`config.mk`:
```
export PLATFORM = sky130hd
export DESIGN_NAME = rfs_scan
export DESIGN_NICKNAME = d
export VERILOG_FILES = /design/src/hdl/rfs_pkg.sv /design/src/hdl/rfs_scan.sv
export SDC_FILE = /design/constraint.sdc
export NUM_CORES = 1
export LEC_CHECK = 0
export BUFFER_PORTS_ARGS = -buffer_cell sky130_fd_sc_hd__buf_4
export CORE_ASPECT_RATIO = 0.6
export CORE_MARGIN = 2
export CORE_UTILIZATION = 45
export CTS_BUF_LIST = sky130_fd_sc_hd__clkbuf_2 sky130_fd_sc_hd__clkbuf_4 sky130_fd_sc_hd__clkbuf_8
export CTS_CLUSTER_SIZE = 12
export DETAILED_ROUTE_END_ITERATION = 10
export PLACE_DENSITY_LB_ADDON = 0.3
export RECOVER_POWER = 100
export SETUP_SLACK_MARGIN = 0.2
export SLEW_MARGIN = 25
export SYNTH_ARGS = -nofsm -noshare
export SYNTH_HDL_FRONTEND = slang
export SYNTH_SLANG_ARGS = --single-unit
```
`constraint.sdc`:
```
create_clock -name clk -period 2.55 [get_ports clk]
set_input_delay 0.255 -clock clk [delete_from_list [all_inputs] [get_ports clk]]
set_output_delay 0.255 -clock clk [all_outputs]
set_load 0.01 [all_outputs]
```
`src/hdl/rfs_pkg.sv`:
```
// Shared constants, types and helpers of the raster frame statistics block.
`default_nettype none

package rfs_pkg;

  // Frame size bounds
  localparam int MAX_WIDTH  = 512;
  localparam int MAX_HEIGHT = 256;

  // Derived widths
  localparam int COL_W = (MAX_WIDTH > 1) ? $clog2(MAX_WIDTH) : 1;
  localparam int ROW_W = (MAX_HEIGHT > 1) ? $clog2(MAX_HEIGHT) : 1;
  localparam int WID_W = $clog2(MAX_WIDTH + 1);
  localparam int HGT_W = $clog2(MAX_HEIGHT + 1);
  localparam int RUN_W = $clog2(MAX_HEIGHT + 1);

  // Fixed field widths
  localparam int PIX_W      = 8;
  localparam int THR_W      = 8;
  localparam int ASYM_W     = 9;
  localparam int CNT_W      = 18;
  localparam int LONG_W     = 9;
  localparam int CFG_IDX_W  = 2;
  localparam int CFG_DATA_W = 10;
  localparam int CFG_WID_W  = 10;
  localparam int CFG_HGT_W  = 9;

  // Register reset values
  localparam int WIDTH_RESET     = 320;
  localparam int HEIGHT_RESET    = 200;
  localparam int THRESHOLD_RESET = 128;

  // Register indexes
  localparam logic [CFG_IDX_W-1:0] CFG_IMAGE_WIDTH        = 2'd0;
  localparam logic [CFG_IDX_W-1:0] CFG_IMAGE_HEIGHT       = 2'd1;
  localparam logic [CFG_IDX_W-1:0] CFG_CONTRAST_THRESHOLD = 2'd2;

  // One line store entry: pixel, final contrast mark and vertical run
  typedef struct packed {
    logic [PIX_W-1:0] pixel;
    logic             mark;
    logic [RUN_W-1:0] run;
  } line_entry_t;

  // Position and flags of the pixel in the compute stage
  typedef struct packed {
    logic [PIX_W-1:0] pixel;
    logic [COL_W-1:0] col;
    logic             col_nz;
    logic             row_nz;
    logic             first;
    logic             last_col;
    logic             frame_end;
    logic             mirror_en;
    logic             mirror_left;
  } pixel_ctx_t;

  // One result item
  typedef struct packed {
    logic [PIX_W-1:0]  max_level;
    logic [PIX_W-1:0]  min_level;
    logic [ASYM_W-1:0] asymmetric_rows;
    logic [CNT_W-1:0]  contrast_pixels;
    logic [LONG_W-1:0] longest_run;
    logic              frame_done;
  } result_t;

  // True when two levels differ by more than the threshold
  function automatic logic contrasts(input logic [PIX_W-1:0] a,
                                     input logic [PIX_W-1:0] b,
                                     input logic [THR_W-1:0] thr);
    logic [PIX_W-1:0] d;
    d = (a > b) ? (a - b) : (b - a);
    return d > thr;
  endfunction

endpackage

`default_nettype wire

```
`src/hdl/rfs_scan.sv`:
```
// Configuration registers, raster position counters and the compute stage register.
`default_nettype none

module rfs_scan (
  input  wire logic                          clk,
  input  wire logic                          rst,
  input  wire logic                          in_valid,
  output logic                               in_stall,
  input  wire logic [rfs_pkg::PIX_W-1:0]     pixel,
  input  wire logic                          cfg_valid,
  output logic                               cfg_ready,
  input  wire logic [rfs_pkg::CFG_IDX_W-1:0] cfg_index,
  input  wire logic [rfs_pkg::CFG_DATA_W-1:0] cfg_data,
  input  wire logic                          advance,
  output logic                               rd_en,
  output logic [rfs_pkg::COL_W-1:0]          rd_addr,
  output logic [rfs_pkg::COL_W-1:0]          mir_addr,
  output logic                               ctx_valid,
  output rfs_pkg::pixel_ctx_t                ctx,
  output logic [rfs_pkg::THR_W-1:0]          threshold
);

  logic [rfs_pkg::WID_W-1:0]     width;
  logic [rfs_pkg::HGT_W-1:0]     height;
  logic [rfs_pkg::COL_W-1:0]     col;
  logic [rfs_pkg::ROW_W-1:0]     row;
  logic                          accept;
  logic                          cfg_fire;
  logic                          last_col;
  logic                          last_row;
  logic [rfs_pkg::WID_W:0]       col_twice;
  logic [rfs_pkg::WID_W-1:0]     mirror_full;
  logic [rfs_pkg::CFG_WID_W-1:0] wid_in;
  logic [rfs_pkg::CFG_HGT_W-1:0] hgt_in;
  logic [rfs_pkg::WID_W-1:0]     width_next;
  logic [rfs_pkg::HGT_W-1:0]     height_next;
  rfs_pkg::pixel_ctx_t           ctx_next;

  // Transfer handshakes
  assign cfg_ready = 1'b1;
  assign cfg_fire  = cfg_valid && cfg_ready;
  assign in_stall  = ctx_valid && !advance;
  assign accept    = in_valid && !in_stall;

  // Saturate size writes into the legal range
  assign wid_in      = cfg_data[rfs_pkg::CFG_WID_W-1:0];
  assign hgt_in      = cfg_data[rfs_pkg::CFG_HGT_W-1:0];
  assign width_next  = (wid_in < rfs_pkg::CFG_WID_W'(2)) ? rfs_pkg::WID_W'(2) :
                       (32'(wid_in) > 32'(rfs_pkg::MAX_WIDTH)) ?
                       rfs_pkg::WID_W'(rfs_pkg::MAX_WIDTH) : rfs_pkg::WID_W'(wid_in);
  assign height_next = (hgt_in < rfs_pkg::CFG_HGT_W'(1)) ? rfs_pkg::HGT_W'(1) :
                       (32'(hgt_in) > 32'(rfs_pkg::MAX_HEIGHT)) ?
                       rfs_pkg::HGT_W'(rfs_pkg::MAX_HEIGHT) : rfs_pkg::HGT_W'(hgt_in);

  // Position flags and the mirror address of the incoming pixel
  assign last_col    = (rfs_pkg::WID_W'(col) == (width - rfs_pkg::WID_W'(1)));
  assign last_row    = (rfs_pkg::HGT_W'(row) == (height - rfs_pkg::HGT_W'(1)));
  assign col_twice   = (rfs_pkg::WID_W + 1)'({col, 1'b0});
  assign mirror_full = width - rfs_pkg::WID_W'(1) - rfs_pkg::WID_W'(col);

  always_comb begin
    ctx_next             = '0;
    ctx_next.pixel       = pixel;
    ctx_next.col         = col;
    ctx_next.col_nz      = (col != '0);
    ctx_next.row_nz      = (row != '0);
    ctx_next.first       = (col == '0) && (row == '0);
    ctx_next.last_col    = last_col;
    ctx_next.frame_end   = last_col && last_row;
    ctx_next.mirror_en   = (col_twice >= (rfs_pkg::WID_W + 1)'(width));
    ctx_next.mirror_left = (col_twice == (rfs_pkg::WID_W + 1)'(width));
  end

  // Read the line store for the accepted pixel
  assign rd_en    = accept;
  assign rd_addr  = col;
  assign mir_addr = mirror_full[rfs_pkg::COL_W-1:0];

  // Take register writes; advance the raster position
  always_ff @(posedge clk) begin
    if (rst) begin
      width     <= rfs_pkg::WID_W'(rfs_pkg::WIDTH_RESET);
      height    <= rfs_pkg::HGT_W'(rfs_pkg::HEIGHT_RESET);
      threshold <= rfs_pkg::THR_W'(rfs_pkg::THRESHOLD_RESET);
      col       <= '0;
      row       <= '0;
    end else if (cfg_fire) begin
      case (cfg_index)
        rfs_pkg::CFG_IMAGE_WIDTH: begin
          width <= width_next;
          col   <= '0;
          row   <= '0;
        end
        rfs_pkg::CFG_IMAGE_HEIGHT: begin
          height <= height_next;
          col    <= '0;
          row    <= '0;
        end
        rfs_pkg::CFG_CONTRAST_THRESHOLD: begin
          threshold <= cfg_data[rfs_pkg::THR_W-1:0];
        end
        default: begin
        end
      endcase
    end else if (accept) begin
      if (last_col) begin
        col <= '0;
        row <= last_row ? '0 : (row + rfs_pkg::ROW_W'(1));
      end else begin
        col <= col + rfs_pkg::COL_W'(1);
      end
    end
  end

  // Hold the pixel in the compute stage until it moves on
  always_ff @(posedge clk) begin
    if (rst) begin
      ctx_valid <= 1'b0;
    end else if (accept) begin
      ctx_valid <= 1'b1;
    end else if (advance) begin
      ctx_valid <= 1'b0;
    end
  end

  always_ff @(posedge clk) begin
    if (accept) begin
      ctx <= ctx_next;
    end
  end

  a_col_in_frame: assert property (@(posedge clk) disable iff (rst)
    ctx_valid |-> (rfs_pkg::WID_W'(ctx.col) < width))
    else $error("scan: column beyond the frame width");

  a_size_restart: assert property (@(posedge clk) disable iff (rst)
    (cfg_fire && ((cfg_index == rfs_pkg::CFG_IMAGE_WIDTH) ||
                  (cfg_index == rfs_pkg::CFG_IMAGE_HEIGHT)))
    |=> ((col == '0) && (row == '0)))
    else $error("scan: size write did not restart the frame");

  a_stage_hold: assert property (@(posedge clk) disable iff (rst)
    (ctx_valid && !advance) |=> (ctx_valid && $stable(ctx)))
    else $error("scan: stalled compute stage lost its pixel");

endmodule

`default_nettype wire

```
==> metrics.yaml <==
clock_tree:
  cts_htree_levels: 3
  cts-buffers-inserted: 9
  clock-sinks: 69
  clk_pin_slew_worst_setup_hold_paths_ps: 80
  clkLatencyLatePin_ps: 350
  root_buffer: "sky130_fd_sc_hd__clkbuf_8"
  cts_max_path_buffers: 2
  clock_tree_from_tritoncts: "built"
status:
  run_status: "complete, but fails checks"
  violations: "negative setup slack"
sta:
  setup_violating_endpoint_count_in_the_final_report: 23
  min_period_over_period: 1.14
  rsz0062_at_grt: "true"
  worst_hold_slack_ps: 99.3
  worst_slew_margin_rel: 0.205
  max_fclk_mhz: 343
  drv_slew: 0
  final_hold_viol_count: 0
  setup_ws_ps: -363
  finalSetupTns_ps: -5880
  worst-slew-pin-transition_ps: 1190
  period_needed_ps: 2910
  timing.clock.skew_ps: 6.81
pwr:
  p_sw_frac: 0.287
  power_per_cell_area_mw_per_mm2: 500
  cellInternalPower_mw: 1.76
  power.ir.vdd_worst_mv: 0.296
  share_comb_of_total_power: 0.198
  switchingPower_uw: 709
  share_clk_of_total_power: 0.315
  power_frac_seq: 0.487
  power.static_leakage_nw: 1.87
logic_synthesis:
  number_of_enable_type_register_cells_in_the_synthesized_netlist: 24
  synthesis.instances: 393
  synth.net_count: 442
  synthesis.area_mm2: 0.00380
  asyncSetResetFlopFracSynth: 0
  yosysWarnings: 0
  synth_seq_area_share: 0.426
  most_used_flip_flop_cell_after_synthesis: "sky130_fd_sc_hd__dfxtp_1"
  synthesis.area_per_instance_um2: 9.68
  synthDistinctLibCells: 53
  ys_ff_latch: 69
floorplanning:
  floorplan.initialDensity: 0.473
  floorplan.io_pins: 79
  rows: 25
  core_area_mm2: 0.00804
  die_footprint_mm2: 0.00923
  die_height_um: 75.2
  die_width_um: 123
critical_path:
  worst_setup_path_end_kind: "primary output"
  crit_fanout: 3
  crit_path_start_kind: "register"
  required_time_at_the_endpoint_of_the_critical_path_ps: 2300
  worst-setup-path-type: "reg -> out"
  arrival_ps: 2660
cells_and_area:
  layout.area.seq_mm2: 0.00162
  num-nets-final: 543
  post-route-cell-area_mm2: 0.00494
  footprint_of_the_multi_input_gates_mm2: 0.00219
  insertedDiodeCount: 0
  filler_cell_count: 723
  syn_to_final_growth_pct: 29.9
  post_layout_instance_count_excluding_filler_cells: 607
  finalCoreUtilization: 0.615
  layout-drive-gt1-share: 0.269
global_routing:
  grt_max_degree: 34
  grt_usage: 0.216
  wire_length_of_the_first_global_routing_pass_um: 14900
  grt_remaining_overflow: 0
  first_global_vias: 3017
  antenna_found_initial: 0
placement:
  hpwl_um: 7040
  post_dp_cell_area_mm2: 0.00453
  place.gp.congestion: 0.934
  portBuffers: 77
  place_inst: 572
drt:
  detail_route.drc_violations: 0
  routed_wire_length_per_instance_um: 16.4
  drt-initial-drc-count: 219
  router_iterations_before_antenna_repair: 5
  drtAntennaViolNets: 0
  postRouteWirelength_um: 9960
  route.vias.total: 3290
  viasPerCell: 5.42
min_path:
  hold_path_class: "in -> reg"
run:
  max-cap-violations: 0
[cells in the final DEF, fill, tap and decap left out, types with 5 or more instances in the layout]
cell type,count
sky130_fd_sc_hd__ha_1,17
sky130_fd_sc_hd__nor3b_1,5
sky130_fd_sc_hd__nor2_2,7
sky130_fd_sc_hd__nor3_1,9
sky130_fd_sc_hd__clkbuf_1,55
sky130_fd_sc_hd__ha_4,6
sky130_fd_sc_hd__buf_4,38
sky130_fd_sc_hd__clkbuf_4,8
sky130_fd_sc_hd__dfxtp_1,44
sky130_fd_sc_hd__nor2b_1,5
sky130_fd_sc_hd__nand4_1,11
sky130_fd_sc_hd__a21o_1,6
sky130_fd_sc_hd__xnor2_1,21
sky130_fd_sc_hd__mux2i_1,9
sky130_fd_sc_hd__buf_6,12
sky130_fd_sc_hd__inv_1,28
sky130_fd_sc_hd__nor2_1,41
sky130_fd_sc_hd__xor2_1,9
sky130_fd_sc_hd__a21oi_1,12
sky130_fd_sc_hd__clkbuf_8,9
sky130_fd_sc_hd__a22oi_1,7
sky130_fd_sc_hd__edfxtp_1,24
sky130_fd_sc_hd__nand2_1,16
sky130_fd_sc_hd__nand3_1,11
[synth_stat cells, drive strengths merged, types with 5 or more instances]
library cell / n / area share
mux2i: 9 / 0.024
xnor2: 23 / 0.053
nor3: 10 / 0.013
a22oi: 7 / 0.014
xor2: 11 / 0.025
nor3b: 5 / 0.0099
inv: 32 / 0.032
buf: 16 / 0.031
nor2b: 6 / 0.0099
nand3: 13 / 0.020
dfxtp: 45 / 0.24
clkbuf: 8 / 0.0079
a21oi: 18 / 0.024
nand4: 11 / 0.018
ha: 23 / 0.076
a21o: 6 / 0.012
nor2: 49 / 0.048
edfxtp: 24 / 0.19
or2: 5 / 0.0082
o21ai: 7 / 0.0092
o311ai: 5 / 0.021
nand2: 18 / 0.018
[metal layers]
metal	vias up	share of wire	track usage
li1	1576	-	-
met1	1555	0.48	0.296
met2	145	0.43	0.327
met3	14	0.080	0.0682
met4	0	0.010	0.0702
met5	-	0	0
[state kept, by name (all words and copies together) (netlist names)]
| signal | count |
|---|---|
| ctx | 24 |
| threshold | 8 |
| ctx_valid | 1 |
| rd_addr | 9 |
| row | 8 |
| height | 9 |
| width | 10 |
[path summary, 6_finish.rpt]
path                                   start            to  slack (ps)  cells past startpoint
worst max-delay path                width[1]   mir_addr[8]        -360                     10
worst min-delay path                pixel[2]       ctx[18]         100                      1
worst max register to register      width[1]        row[6]        -300                     10
worst min register to register  threshold[7]  threshold[7]         470                      1
[power groups by stage]
stage	clock [mW]	combinational [mW]	sequential (mW)
after floorplan	0	0.224	1.24
after global placement	0	0.419	1.23
after detailed placement	0	0.427	1.23
after CTS	0.801	0.470	1.20
after global routing	0.840	0.529	1.21
final	0.780	0.489	1.20
[metrics by stage]
stage / power [mW] / setup WS [ps]
after floorplan: 1.47 / 28.5
after global placement: 1.65 / 27.4
after detailed placement: 1.65 / -47.1
after CTS: 2.47 / -322
after global routing: 2.57 / -483
final: 2.47 / -363
[critical path: stages, from the launching register on]
cell	delay, ps
sky130_fd_sc_hd__dfxtp_2	340
sky130_fd_sc_hd__or4_4	590
sky130_fd_sc_hd__nor4_4	180
sky130_fd_sc_hd__xnor2_1	190
sky130_fd_sc_hd__ha_1	310
sky130_fd_sc_hd__buf_4	150
sky130_fd_sc_hd__o21ai_1	70
sky130_fd_sc_hd__o21ai_1	70
sky130_fd_sc_hd__nor2_1	110
sky130_fd_sc_hd__xnor2_1	140
sky130_fd_sc_hd__buf_4	140
[cells by family (layout without fill, tap and decap cells)]
kind of cell | count (synthesis) | after routing | synth area share
buffers and inverters | 57 | 162 | 0.0730
AND/OR/NAND/NOR | 136 | 137 | 0.193
other | 1 | 1 | 0.000986
flip-flops | 69 | 69 | 0.426
XOR/XNOR | 34 | 34 | 0.0783
AO/OA/AOI/OAI | 63 | 63 | 0.124
adder cells (fa/ha/maj) | 24 | 24 | 0.0809
multiplexers | 9 | 9 | 0.0237
[timing repair]
item | 4_1_cts | 5_1_grt
endpoints found under the setup margin | 24 | 26
setup buffers | 11 | 7
pin swaps | 31 | 19
cloned | 1 | 0
resized for setup | 38 | 32
hold buffers | 0 | 0
[area by class of cell]
cell class | instances | area share
sequential | 69 | 0.328
clock buffer | 9 | 0.0251
tap | 108 | 0.0273
inverter | 32 | 0.0263
timing repair buffer | 114 | 0.140
multi-input combinational | 268 | 0.443
clock inverter | 7 | 0.0101
Power figures use the tool's default switching activity.
