<file path="config.mk">
export PLATFORM = sky130hd
export DESIGN_NAME = rfs_stats
export DESIGN_NICKNAME = d
export VERILOG_FILES = /design/src/hdl/rfs_pkg.sv /design/src/hdl/rfs_stats.sv
export SDC_FILE = /design/constraint.sdc
export NUM_CORES = 1
export LEC_CHECK = 0
export BUFFER_PORTS_ARGS = -buffer_cell sky130_fd_sc_hd__buf_2
export CORE_MARGIN = 3
export CORE_UTILIZATION = 49
export CTS_BUF_LIST = sky130_fd_sc_hd__clkbuf_8
export CTS_CLUSTER_SIZE = 24
export DETAILED_ROUTE_END_ITERATION = 8
export PLACE_DENSITY = 0.78
export SETUP_SLACK_MARGIN = 0.3
export SLEW_MARGIN = 25
export SYNTH_ARGS = -nofsm -noshare
export SYNTH_HDL_FRONTEND = slang
export SYNTH_SLANG_ARGS = --single-unit
</file>
<file path="constraint.sdc">
create_clock -name clk -period 6.4 [get_ports clk]
set_input_delay 0.32 -clock clk [delete_from_list [all_inputs] [get_ports clk]]
set_output_delay 0.32 -clock clk [all_outputs]
set_load 0.01 [all_outputs]
</file>
<file path="src/hdl/rfs_pkg.sv">
// Shared constants, types and helpers of the raster frame statistics block.
`default_nettype none

package rfs_pkg;

  // Frame size bounds
  localparam int MAX_WIDTH  = 512;
  localparam int MAX_HEIGHT = 256;

  // Derived widths
  localparam int COL_W = (MAX_WIDTH > 1) ? $clog2(MAX_WIDTH) : 1;
  localparam int ROW_W = (MAX_HEIGHT > 1) ? $clog2(MAX_HEIGHT) : 1;
  localparam int WID_W = $clog2(MAX_WIDTH + 1);
  localparam int HGT_W = $clog2(MAX_HEIGHT + 1);
  localparam int RUN_W = $clog2(MAX_HEIGHT + 1);

  // Fixed field widths
  localparam int PIX_W      = 8;
  localparam int THR_W      = 8;
  localparam int ASYM_W     = 9;
  localparam int CNT_W      = 18;
  localparam int LONG_W     = 9;
  localparam int CFG_IDX_W  = 2;
  localparam int CFG_DATA_W = 10;
  localparam int CFG_WID_W  = 10;
  localparam int CFG_HGT_W  = 9;

  // Register reset values
  localparam int WIDTH_RESET     = 320;
  localparam int HEIGHT_RESET    = 200;
  localparam int THRESHOLD_RESET = 128;

  // Register indexes
  localparam logic [CFG_IDX_W-1:0] CFG_IMAGE_WIDTH        = 2'd0;
  localparam logic [CFG_IDX_W-1:0] CFG_IMAGE_HEIGHT       = 2'd1;
  localparam logic [CFG_IDX_W-1:0] CFG_CONTRAST_THRESHOLD = 2'd2;

  // One line store entry: pixel, final contrast mark and vertical run
  typedef struct packed {
    logic [PIX_W-1:0] pixel;
    logic             mark;
    logic [RUN_W-1:0] run;
  } line_entry_t;

  // Position and flags of the pixel in the compute stage
  typedef struct packed {
    logic [PIX_W-1:0] pixel;
    logic [COL_W-1:0] col;
    logic             col_nz;
    logic             row_nz;
    logic             first;
    logic             last_col;
    logic             frame_end;
    logic             mirror_en;
    logic             mirror_left;
  } pixel_ctx_t;

  // One result item
  typedef struct packed {
    logic [PIX_W-1:0]  max_level;
    logic [PIX_W-1:0]  min_level;
    logic [ASYM_W-1:0] asymmetric_rows;
    logic [CNT_W-1:0]  contrast_pixels;
    logic [LONG_W-1:0] longest_run;
    logic              frame_done;
  } result_t;

  // True when two levels differ by more than the threshold
  function automatic logic contrasts(input logic [PIX_W-1:0] a,
                                     input logic [PIX_W-1:0] b,
                                     input logic [THR_W-1:0] thr);
    logic [PIX_W-1:0] d;
    d = (a > b) ? (a - b) : (b - a);
    return d > thr;
  endfunction

endpackage

`default_nettype wire

</file>
<file path="src/hdl/rfs_stats.sv">
// Compute stage: contrast, run and symmetry checks, running statistics, output register.
`default_nettype none

module rfs_stats (
  input  wire logic                      clk,
  input  wire logic                      rst,
  input  wire logic                      ctx_valid,
  input  wire rfs_pkg::pixel_ctx_t       ctx,
  input  wire logic [rfs_pkg::THR_W-1:0] threshold,
  input  wire rfs_pkg::line_entry_t      upper_entry,
  input  wire logic [rfs_pkg::PIX_W-1:0] mir_pixel,
  output logic                           advance,
  output logic                           wr_en,
  output logic [rfs_pkg::COL_W-1:0]      wr_addr,
  output rfs_pkg::line_entry_t           wr_data,
  output logic                           out_valid,
  input  wire logic                      out_stall,
  output rfs_pkg::result_t               result
);

  logic                          fire;

  // Running statistics
  logic [rfs_pkg::PIX_W-1:0]     max_seen;
  logic [rfs_pkg::PIX_W-1:0]     min_seen;
  logic [rfs_pkg::ASYM_W-1:0]    asym_count;
  logic                          row_mismatch;
  logic [rfs_pkg::CNT_W-1:0]     contrast_count;
  logic [rfs_pkg::RUN_W-1:0]     best_run;

  // Left neighbour and last column of the previous row
  logic [rfs_pkg::PIX_W-1:0]     left_pixel;
  logic                          left_marked;
  logic [rfs_pkg::RUN_W-1:0]     left_run;
  rfs_pkg::line_entry_t          tail;

  logic [rfs_pkg::PIX_W-1:0]     max_next;
  logic [rfs_pkg::PIX_W-1:0]     min_next;
  logic [rfs_pkg::ASYM_W-1:0]    asym_next;
  logic                          mismatch_next;
  logic [rfs_pkg::CNT_W-1:0]     count_next;
  logic [rfs_pkg::RUN_W-1:0]     best_next;
  logic [rfs_pkg::RUN_W-1:0]     run_next;
  logic                          cur_marked;
  logic                          left_marked_upd;
  rfs_pkg::result_t              result_next;

  assign advance = !out_valid || !out_stall;
  assign fire    = ctx_valid && advance;

  // Work out the statistics after this pixel
  always_comb begin
    rfs_pkg::line_entry_t      upper;
    logic [rfs_pkg::PIX_W-1:0] max_base;
    logic [rfs_pkg::PIX_W-1:0] min_base;
    logic [rfs_pkg::ASYM_W-1:0] asym_base;
    logic [rfs_pkg::CNT_W-1:0] count_base;
    logic [rfs_pkg::RUN_W-1:0] best_base;
    logic                      mismatch_base;
    logic                      marked_base;
    logic                      left_hit;
    logic                      up_hit;
    logic                      row_diff;
    logic [rfs_pkg::PIX_W-1:0] mirror_px;

    // Restart everything on the first pixel of a frame
    max_base      = ctx.first ? '0 : max_seen;
    min_base      = ctx.first ? '1 : min_seen;
    asym_base     = ctx.first ? '0 : asym_count;
    count_base    = ctx.first ? '0 : contrast_count;
    best_base     = ctx.first ? '0 : best_run;
    mismatch_base = ctx.first ? 1'b0 : row_mismatch;
    marked_base   = ctx.first ? 1'b0 : left_marked;

    // The last column of the row above sits in the tail register
    upper = ctx.last_col ? tail : upper_entry;

    max_next = (ctx.pixel > max_base) ? ctx.pixel : max_base;
    min_next = (ctx.pixel < min_base) ? ctx.pixel : min_base;

    // Contrast against left and upper neighbours
    left_hit = ctx.col_nz && rfs_pkg::contrasts(ctx.pixel, left_pixel, threshold);
    up_hit   = ctx.row_nz && rfs_pkg::contrasts(ctx.pixel, upper.pixel, threshold);
    cur_marked      = left_hit || up_hit;
    left_marked_upd = marked_base || left_hit;
    count_next = count_base
               + rfs_pkg::CNT_W'(left_hit && !marked_base)
               + rfs_pkg::CNT_W'(up_hit && !upper.mark)
               + rfs_pkg::CNT_W'(cur_marked);

    // Extend or restart the vertical run of this column
    run_next  = (ctx.row_nz && (upper.pixel == ctx.pixel)) ?
                (upper.run + rfs_pkg::RUN_W'(1)) : rfs_pkg::RUN_W'(1);
    best_next = (run_next > best_base) ? run_next : best_base;

    // Compare against the mirror pixel of this row
    mirror_px     = ctx.mirror_left ? left_pixel : mir_pixel;
    row_diff      = ctx.mirror_en && (mirror_px != ctx.pixel);
    mismatch_next = mismatch_base || row_diff;
    asym_next     = asym_base + rfs_pkg::ASYM_W'(ctx.last_col && mismatch_next);

    result_next                 = '0;
    result_next.max_level       = max_next;
    result_next.min_level       = min_next;
    result_next.asymmetric_rows = asym_next;
    result_next.contrast_pixels = count_next;
    result_next.longest_run     = rfs_pkg::LONG_W'(best_next);
    result_next.frame_done      = ctx.frame_end;
  end

  // Write back the left neighbour now that its mark is final
  assign wr_en         = fire && ctx.col_nz;
  assign wr_addr       = ctx.col - rfs_pkg::COL_W'(1);
  assign wr_data.pixel = left_pixel;
  assign wr_data.mark  = left_marked_upd;
  assign wr_data.run   = left_run;

  // Update running statistics
  always_ff @(posedge clk) begin
    if (rst) begin
      max_seen       <= '0;
      min_seen       <= '1;
      asym_count     <= '0;
      row_mismatch   <= 1'b0;
      contrast_count <= '0;
      best_run       <= '0;
      left_marked    <= 1'b0;
    end else if (fire) begin
      max_seen       <= max_next;
      min_seen       <= min_next;
      asym_count     <= asym_next;
      row_mismatch   <= ctx.last_col ? 1'b0 : mismatch_next;
      contrast_count <= count_next;
      best_run       <= best_next;
      left_marked    <= cur_marked;
    end
  end

  // Shift the current pixel into the left slot; park the last column
  always_ff @(posedge clk) begin
    if (fire) begin
      left_pixel <= ctx.pixel;
      left_run   <= run_next;
      if (ctx.last_col) begin
        tail.pixel <= ctx.pixel;
        tail.mark  <= cur_marked;
        tail.run   <= run_next;
      end
    end
  end

  // Output register
  always_ff @(posedge clk) begin
    if (rst) begin
      out_valid <= 1'b0;
    end else if (fire) begin
      out_valid <= 1'b1;
    end else if (!out_stall) begin
      out_valid <= 1'b0;
    end
  end

  always_ff @(posedge clk) begin
    if (fire) begin
      result <= result_next;
    end
  end

  a_min_le_max: assert property (@(posedge clk) disable iff (rst)
    out_valid |-> (result.min_level <= result.max_level))
    else $error("stats: darkest level above brightest level");

  a_row_close: assert property (@(posedge clk) disable iff (rst)
    (fire && ctx.last_col) |=> !row_mismatch)
    else $error("stats: row mismatch not cleared at row end");

  a_frame_restart: assert property (@(posedge clk) disable iff (rst)
    (fire && ctx.first) |=> ((contrast_count == '0) && (asym_count == '0) &&
                              (best_run == rfs_pkg::RUN_W'(1))))
    else $error("stats: frame start did not restart the statistics");

endmodule

`default_nettype wire

</file>
==> reports/summary.json, run 1 <==
{
  "status": {
    "run_status": "completed"
  },
  "clock_network": {
    "path_clk_slew_ns": 0.09,
    "cts_tree": "yes",
    "clk_path_buf_depth": 2,
    "tritoncts_num_sinks": 143,
    "clk-insertion-delay-late_ns": 0.46,
    "cts_max_level": 4,
    "tritoncts.num_buffers": 17,
    "cts.hold.buffers_added": 0,
    "cts_root_buf": "sky130_fd_sc_hd__clkbuf_8"
  },
  "yosys": {
    "yosys_warnings": 0,
    "total_of_flip_flops_plus_latches_after_synthesis": 143,
    "synthesis.nets": 1030,
    "synth_cell_types": 61,
    "yosysSeqAreaShare_pct": 42.98,
    "synthesis.area_mm2": 0.008710,
    "post_synth.cell_area_avg_um2": 9.830,
    "synthTopCellsByArea": "sky130_fd_sc_hd__edfxtp_1 (30%), sky130_fd_sc_hd__dfxtp_1 (13%), sky130_fd_sc_hd__ha_1 (11%)",
    "yosys_most_used_dff": "sky130_fd_sc_hd__edfxtp_1",
    "synth_edf_count": 88,
    "synthCells": 886,
    "synth.largest_area_cell": "sky130_fd_sc_hd__edfxtp_1",
    "synth_top_area_share_pct": 30.34,
    "async_reset_ff_share_pct": 0
  },
  "placed_design": {
    "detailedPlacementHpwl_mm": 15.89,
    "placed_cell_area_mm2": 0.009714,
    "globalplace.congestion": 0.8804,
    "placement.io_buffers": 144
  },
  "power": {
    "switching_share_pct": 30.94,
    "power_report.internal_total_uw": 1567,
    "power.density_cell_area_mw_per_mm2": 221.8,
    "peakVddDrop_mv": 0.1796,
    "power_switching_uw": 702.1,
    "leakagePower_uw": 0.004377,
    "share_seq_of_total_power_pct": 46.4,
    "clockPowerShare_pct": 30.8,
    "power_frac_comb_pct": 22.7
  },
  "floorplanning": {
    "die_w_um": 139.3,
    "design.core.area_mm2": 0.01736,
    "initial_utilization_pct": 50.18,
    "die_y_um": 139.3,
    "dieArea_mm2": 0.01941,
    "fp-row-count": 48,
    "io_pins": 145
  },
  "worst_setup_path": {
    "cp-end-kind": "register",
    "startpoint": "left_pixel[0]",
    "critPathKind": "reg -> reg",
    "worstPathMaxFanout": 7,
    "timing.critical_path.slowest_stage_cell": "sky130_fd_sc_hd__fa_1",
    "crit_path_max_incr_delay_ns": 0.49,
    "critical_path.startpoint_type": "register",
    "critical_path_arrival_ns": 6.23,
    "r2r_start": "left_pixel[0]",
    "cp_common_cell": "sky130_fd_sc_hd__a21oi_1",
    "cp_required_ns": 6.79
  },
  "grt": {
    "grt_pass1_wl_mm": 34.86,
    "number_of_global_route_vias_before_repair": 6714,
    "grt_remaining_overflow": 0,
    "globalRouteTotalUtil_pct": 22.35,
    "grt_max_degree": 86,
    "antenna_found_initial": 0
  },
  "sta": {
    "slew_headroom_pct": 46.63,
    "final-hold-violation-count": 0,
    "worst-slew-pin-transition_ns": 0.7934,
    "rsz0062_at_grt": "no",
    "final_period_util_pct": 91.30,
    "setup_viol": 0,
    "layout_min_cycle_time_ns": 5.843,
    "clock-skew-final_ns": 0.01917,
    "report.final.slew_viol_count": 0,
    "fmaxAchievable_ghz": 0.1711
  },
  "detailed_routing": {
    "drt-wirelength-per-cell_um": 17.28,
    "vias": 7199,
    "detailedRoute.firstIterationViolations": 561,
    "ant_nets": 0,
    "detail_route.first_pass.iterations": 5,
    "drc": 0,
    "postRouteWirelength_mm": 22.14,
    "routed_via_density": 5.620
  },
  "finish": {
    "final_cell_mix": "sky130_fd_sc_hd__buf_2 (144), sky130_fd_sc_hd__nand2_1 (94), sky130_fd_sc_hd__edfxtp_1 (88)",
    "num-nets-final": 1186,
    "num-fill-cells": 1442,
    "layout_commonest_cell": "sky130_fd_sc_hd__buf_2",
    "finalInstanceArea_mm2": 0.01023,
    "post-route-util_pct": 58.94,
    "post_route_cells_drive_above_1_share_pct": 22.37,
    "syn_to_final_growth_pct": 17.45
  },
  "worst_hold_path": {
    "hp-start": "ctx[2]",
    "min-delay-path-class": "in -> reg"
  },
  "job": {
    "max_cap_viol_count": 0
  }
}
[worst paths after layout]
path                            cells past startpoint  slack, ns                  to
worst min register to register                      2       0.46   contrast_count[0]
worst max register to register                     25       0.56  contrast_count[17]
worst min-delay path                                1       0.03           result[0]
worst max-delay path                               25       0.56  contrast_count[17]
[kinds of logic (layout without fill, tap and decap cells)]
family,after synthesis,count (layout),synth area share (%)
AO/OA/AOI/OAI,175,175,13.12
XOR/XNOR,49,49,4.927
adder cells (fa/ha/maj),82,82,12.30
buffers and inverters,100,269,4.382
flip-flops,143,143,42.98
multiplexers,56,56,6.565
other,0,1,0
AND/OR/NAND/NOR,281,281,15.73
[sequential cells by signal, indices dropped and copies added, names as in the netlist]
register,count
result,53
contrast_count,18
tail,18
asym_count,9
best_run,9
left_run,9
left_pixel,8
max_seen,8
min_seen,8
left_marked,1
out_valid,1
row_mismatch,1
[synth_stat cells, types with 6 or more instances]
cell / n
sky130_fd_sc_hd__a21o_1: 11
sky130_fd_sc_hd__a21oi_1: 55
sky130_fd_sc_hd__a31oi_1: 7
sky130_fd_sc_hd__a32oi_1: 8
sky130_fd_sc_hd__and3_1: 8
sky130_fd_sc_hd__clkbuf_1: 25
sky130_fd_sc_hd__dfxtp_1: 55
sky130_fd_sc_hd__edfxtp_1: 88
sky130_fd_sc_hd__fa_1: 6
sky130_fd_sc_hd__ha_1: 76
sky130_fd_sc_hd__inv_1: 67
sky130_fd_sc_hd__mux2_2: 9
sky130_fd_sc_hd__mux2i_1: 47
sky130_fd_sc_hd__nand2_1: 94
sky130_fd_sc_hd__nand2b_1: 9
sky130_fd_sc_hd__nand3_1: 15
sky130_fd_sc_hd__nand4_1: 12
sky130_fd_sc_hd__nor2_1: 73
sky130_fd_sc_hd__nor2b_1: 20
sky130_fd_sc_hd__nor3_1: 13
sky130_fd_sc_hd__nor4_1: 6
sky130_fd_sc_hd__o21a_1: 7
sky130_fd_sc_hd__o21ai_0: 36
sky130_fd_sc_hd__o221ai_1: 14
sky130_fd_sc_hd__o32ai_1: 8
sky130_fd_sc_hd__xnor2_1: 30
sky130_fd_sc_hd__xor2_1: 19
[power groups by stage]
stage                     clock (uW)  sequential (uW)  combinational, uW
final                            700             1050                516
after detailed placement           0             1070                488
after CTS                        711             1050                495
after global placement             0             1070                482
after global routing             750             1060                568
after floorplan                    0             1090                311
[worst max-delay path: cells and delay by family (launching register included)]
family / cells / cell delay, ns
simple gates: 8 / 1.63
xor+xnor: 1 / 0.22
buf+inv: 2 / 0.24
flops: 1 / 0.45
compound gates: 8 / 1.39
mux: 1 / 0.19
fa+ha+maj: 5 / 1.68
[layer usage]
layer | track usage [%] | vias to the layer above | share of wire [%]
met2 | 35.75 | 238 | 47
met5 | 0 | - | 0
li1 | - | 3506 | -
met4 | 6.952 | 0 | 2.2
met3 | 5.052 | 36 | 6.4
met1 | 30.40 | 3419 | 45
[final cells by class]
| type | count | area (um^2) | area share, % |
|---|---|---|---|
| diodes | 1 | 2.502 | 0.02446 |
| clock buffers | 18 | 247.7 | 2.422 |
| clock inverters | 14 | 127.6 | 1.248 |
| inverters | 70 | 264.0 | 2.581 |
| multi-input cells | 643 | 4666 | 45.61 |
| flip-flops and latches | 143 | 3744 | 36.59 |
| well taps | 225 | 281.5 | 2.752 |
| repair buffers | 167 | 897.1 | 8.770 |
[repair_timing]
item,in CTS,in global routing
setup endpoints to repair,5,10
pin swaps,0,2
setup buffers,0,7
hold endpoints to repair,0,0
resized for setup,4,13
[stage by stage]
stage | hold slack (ns) | setup WS [ns] | TNS [ns] | cells | total power (uW)
floorplan | 0.4189 | 0.3093 | 0 | 886 | 1399
global placement | 0.4369 | 0.1947 | 0 | 1241 | 1556
detailed placement | 0.4431 | -0.08431 | -0.1105 | 1241 | 1563
CTS | 0.005903 | 0.4363 | 0 | 1273 | 2260
global route | 0.006195 | 0.2503 | 0 | 1280 | 2377
finish | 0.03367 | 0.5569 | 0 | 1281 | 2269
No activity file was read; power rests on OpenSTA's default activity.
==> inputs of run 2 (changes only) <==
BUFFER_PORTS_ARGS = -buffer_cell sky130_fd_sc_hd__clkbuf_2   (was -buffer_cell sky130_fd_sc_hd__buf_2)
PLACE_DENSITY = 0.75   (was 0.78)
clock period = 7.5 ns   (was 6.4 ns; I/O delays follow)
==> reports/summary.json, run 2 (synthesized netlist as in run 1, its figures left out) <==
{
  "status": {
    "run_status": {"value": "completed", "change": "unchanged"}
  },
  "clock_network": {
    "cts_root_buf": {"value": "sky130_fd_sc_hd__clkbuf_8", "change": "unchanged"},
    "cts.hold.buffers_added": {"value": 0, "change": "unchanged"},
    "setup_bufs_post_cts": {"value": 0, "change": "unchanged"},
    "path_clk_slew": {"value": 0.09, "unit": "ns", "change": "about the same"},
    "cts_max_level": {"value": 4, "change": "unchanged"},
    "clk-insertion-delay-late": {"value": 0.46, "unit": "ns", "change": "about the same"},
    "tritoncts.num_buffers": {"value": 17, "change": "unchanged"},
    "post_cts_resized": {"value": 0, "change": "was 4"},
    "tritoncts_num_sinks": {"value": 143, "change": "unchanged"},
    "clk_path_buf_depth": {"value": 2, "change": "unchanged"},
    "cts_tree": {"value": "yes", "change": "unchanged"}
  },
  "placed_design": {
    "placed_cells_incl_taps": {"value": 1234, "change": "was 1241"},
    "pre_cts_slack": {"value": 0.9579, "unit": "ns", "change": "was -0.08431 ns"},
    "detailedPlacementHpwl": {"value": 15.91, "unit": "mm", "change": "was 15.89 mm"},
    "placement.io_buffers": {"value": 144, "change": "unchanged"},
    "globalplace.congestion": {"value": 0.9250, "change": "was 0.8804"}
  },
  "power": {
    "power_switching": {"value": 598.1, "unit": "uW", "change": "was 702.1 uW"},
    "peakVddDrop": {"value": 0.1196, "unit": "mV", "change": "was 0.1796 mV"},
    "switching_share": {"value": 30.71, "unit": "%", "change": "was 30.94%"},
    "clockPowerShare": {"value": 32.3, "unit": "%", "change": "was 30.8%"},
    "leakagePower": {"value": 0.004344, "unit": "uW", "change": "was 0.004377 uW"},
    "share_seq_of_total_power": {"value": 46.2, "unit": "%", "change": "was 46.4%"},
    "power_report.internal_total": {"value": 1349, "unit": "uW", "change": "was 1567 uW"},
    "power.density_cell_area": {"value": 193.6, "unit": "mW/mm^2", "change": "was 221.8 mW/mm^2"},
    "power_frac_comb": {"value": 21.5, "unit": "%", "change": "was 22.7%"}
  },
  "job": {
    "max_cap_viol_count": {"value": 0, "change": "unchanged"}
  },
  "sta": {
    "final-hold-violation-count": {"value": 0, "change": "unchanged"},
    "setup_viol": {"value": 0, "change": "unchanged"},
    "rsz0062_at_grt": {"value": "no", "change": "unchanged"},
    "clock-skew-final": {"value": 0.01519, "unit": "ns", "change": "was 0.01917 ns"},
    "worst_slack": {"value": 1.328, "unit": "ns", "change": "was 0.5569 ns"},
    "layout_min_cycle_time": {"value": 6.172, "unit": "ns", "change": "was 5.843 ns"},
    "fin_setup_tns": {"value": 0, "unit": "ns", "change": "unchanged"},
    "report.final.slew_viol_count": {"value": 0, "change": "unchanged"},
    "final_period_util": {"value": 82.29, "unit": "%", "change": "was 91.30%"},
    "worst-slew-pin-transition": {"value": 0.8121, "unit": "ns", "change": "was 0.7934 ns"},
    "fmaxAchievable": {"value": 0.1620, "unit": "GHz", "change": "was 0.1711 GHz"},
    "slew_headroom": {"value": 45.80, "unit": "%", "change": "was 46.63%"}
  },
  "detailed_routing": {
    "detailedRoute.firstIterationViolations": {"value": 617, "change": "was 561"},
    "routed_via_density": {"value": 5.588, "change": "was 5.620"},
    "vias": {"value": 7075, "change": "was 7199"},
    "ant_nets": {"value": 0, "change": "unchanged"},
    "drc": {"value": 0, "change": "unchanged"},
    "postRouteWirelength": {"value": 22.24, "unit": "mm", "change": "was 22.14 mm"},
    "detail_route.first_pass.iterations": {"value": 5, "change": "unchanged"},
    "drt-wirelength-per-cell": {"value": 17.57, "unit": "um", "change": "was 17.28 um"}
  },
  "finish": {
    "multiInputGateArea": {"value": 0.004586, "unit": "mm^2", "change": "was 0.004666 mm^2"},
    "layout.area.seq": {"value": 0.003744, "unit": "mm^2", "change": "unchanged"},
    "syn_to_final_growth": {"value": 15.52, "unit": "%", "change": "was 17.45%"},
    "antenna_cell_count": {"value": 0, "change": "was 1"},
    "num-nets-final": {"value": 1172, "change": "was 1186"},
    "regMostFlops": {"value": "result", "change": "unchanged"},
    "final_cell_mix": {"value": "sky130_fd_sc_hd__clkbuf_2 (144), sky130_fd_sc_hd__nand2_1 (94), sky130_fd_sc_hd__edfxtp_1 (88)", "change": "was sky130_fd_sc_hd__buf_2 (144), sky130_fd_sc_hd__nand2_1 (94), sky130_fd_sc_hd__edfxtp_1 (88)"},
    "layout_commonest_cell": {"value": "sky130_fd_sc_hd__clkbuf_2", "change": "was sky130_fd_sc_hd__buf_2"},
    "num-fill-cells": {"value": 1523, "change": "was 1442"},
    "largest_register_ffs": {"value": 53, "change": "unchanged"},
    "layout_top_registers": {"value": "result x53, contrast_count x18, tail x18", "change": "unchanged"},
    "final_std_cells_w_o_fill": {"value": 1266, "change": "was 1281"},
    "post_route_cells_drive_above_1_share": {"value": 20.08, "unit": "%", "change": "was 22.37%"}
  },
  "worst_setup_path": {
    "cp_required": {"value": 7.82, "unit": "ns", "change": "was 6.79 ns"},
    "critical_path.startpoint_type": {"value": "register", "change": "unchanged"},
    "worstPathMaxFanout": {"value": 7, "change": "unchanged"},
    "critical_path_arrival": {"value": 6.50, "unit": "ns", "change": "was 6.23 ns"},
    "critPathKind": {"value": "reg -> reg", "change": "unchanged"},
    "cp-end-kind": {"value": "register", "change": "unchanged"}
  },
  "grt": {
    "number_of_global_route_vias_before_repair": {"value": 6716, "change": "was 6714"},
    "grt.busiest_layer": {"value": "met2", "change": "unchanged"},
    "globalRouteMet1Util": {"value": 32.06, "unit": "%", "change": "was 30.40%"},
    "grt_pass1_wl": {"value": 35.65, "unit": "mm", "change": "was 34.86 mm"},
    "grt_max_degree": {"value": 53, "change": "was 86"},
    "antenna_found_initial": {"value": 0, "change": "unchanged"},
    "grt_remaining_overflow": {"value": 0, "change": "unchanged"},
    "use_met2": {"value": 35.83, "unit": "%", "change": "was 35.75%"},
    "globalRouteTotalUtil": {"value": 22.97, "unit": "%", "change": "was 22.35%"},
    "grt_util_met3": {"value": 5.601, "unit": "%", "change": "was 5.052%"}
  },
  "floorplanning": {
    "io_pins": {"value": 145, "change": "unchanged"},
    "die_y": {"value": 139.3, "unit": "um", "change": "unchanged"},
    "initial_utilization": {"value": 50.18, "unit": "%", "change": "unchanged"},
    "dieArea": {"value": 0.01941, "unit": "mm^2", "change": "unchanged"},
    "design.core.area": {"value": 0.01736, "unit": "mm^2", "change": "unchanged"},
    "die_w": {"value": 139.3, "unit": "um", "change": "unchanged"},
    "fp-row-count": {"value": 48, "change": "unchanged"}
  },
  "worst_hold_path": {
    "min-delay-path-class": {"value": "in -> reg", "change": "unchanged"}
  }
}
run 2: changes by cell type in the layout (fill, tap and decap cells not counted), sizes merged:
cell and change:
clkinv +3, inv -1, diode -1, clkbuf +143, buf -158, clkinvlp -2
bufinv +1
run 2: cell type report:
class,count,area share (%)
Inverter,70,2.624
Clock buffer,17,2.326
Multi-Input combinational cell,643,45.58
Tap cell,225,2.798
Sequential cell,143,37.21
Timing Repair Buffer,153,7.835
Clock inverter,15,1.629
run 2: worst max-delay path, cell delays in order, from the launching register on:
cell and delay (ns):
sky130_fd_sc_hd__edfxtp_1 0.39, sky130_fd_sc_hd__mux2i_1 0.19, sky130_fd_sc_hd__inv_1 0.07, sky130_fd_sc_hd__ha_1 0.38
sky130_fd_sc_hd__a211oi_1 0.29, sky130_fd_sc_hd__o21bai_1 0.23, sky130_fd_sc_hd__o21ai_2 0.42, sky130_fd_sc_hd__mux2i_1 0.32
sky130_fd_sc_hd__o221ai_1 0.17, sky130_fd_sc_hd__xor2_1 0.17, sky130_fd_sc_hd__ha_1 0.31, sky130_fd_sc_hd__a21oi_1 0.16
sky130_fd_sc_hd__nor2b_1 0.06, sky130_fd_sc_hd__o21ai_0 0.15, sky130_fd_sc_hd__nand2b_1 0.07, sky130_fd_sc_hd__o221ai_1 0.37
sky130_fd_sc_hd__nand2_1 0.18, sky130_fd_sc_hd__fa_1 0.57, sky130_fd_sc_hd__ha_1 0.18, sky130_fd_sc_hd__fa_1 0.27
sky130_fd_sc_hd__nand2_1 0.18, sky130_fd_sc_hd__nor4_1 0.50, sky130_fd_sc_hd__o21ai_0 0.14, sky130_fd_sc_hd__a22oi_1 0.19
sky130_fd_sc_hd__nor2_1 0.07
run 2: final timing paths:
path	startpoint	to	slack, ns	cells past startpoint
min	ctx[2]	result[0]	0.08	1
max	tail[15]	contrast_count[16]	1.33	24
max reg2reg	tail[15]	contrast_count[16]	1.33	24
min reg2reg	contrast_count[0]	contrast_count[0]	0.46	2
run 2: per-stage QoR:
step / total power (uW) / instance area, um^2 / hold WS, ns / util, %
6_report: 1947 / 10060 / 0.08262 / 57.97
5_1_grt: 2046 / 10060 / 0.05807 / 57.97
4_1_cts: 1957 / 10060 / 0.05354 / 57.97
3_5_place_dp: 1331 / 9663 / 0.4460 / 55.67
3_3_place_gp: 1323 / 9662 / 0.4366 / 55.67
2_1_floorplan: 1194 / 8710 / 0.4318 / -
run 2: per-layer routing:
metal / vias to the layer above / wire length (um)
met5: - / 0
met4: 0 / 416
met2: 199 / 10180
li1: 3482 / -
met1: 3363 / 10190
met3: 31 / 1451
run 2: power by group through the flow:
stage	sequential [uW]	combinational [uW]	clock (uW)
floorplan	928	265	0
global placement	917	407	0
detailed placement	918	413	0
CTS	900	416	640
global route	905	464	678
finish	900	418	630
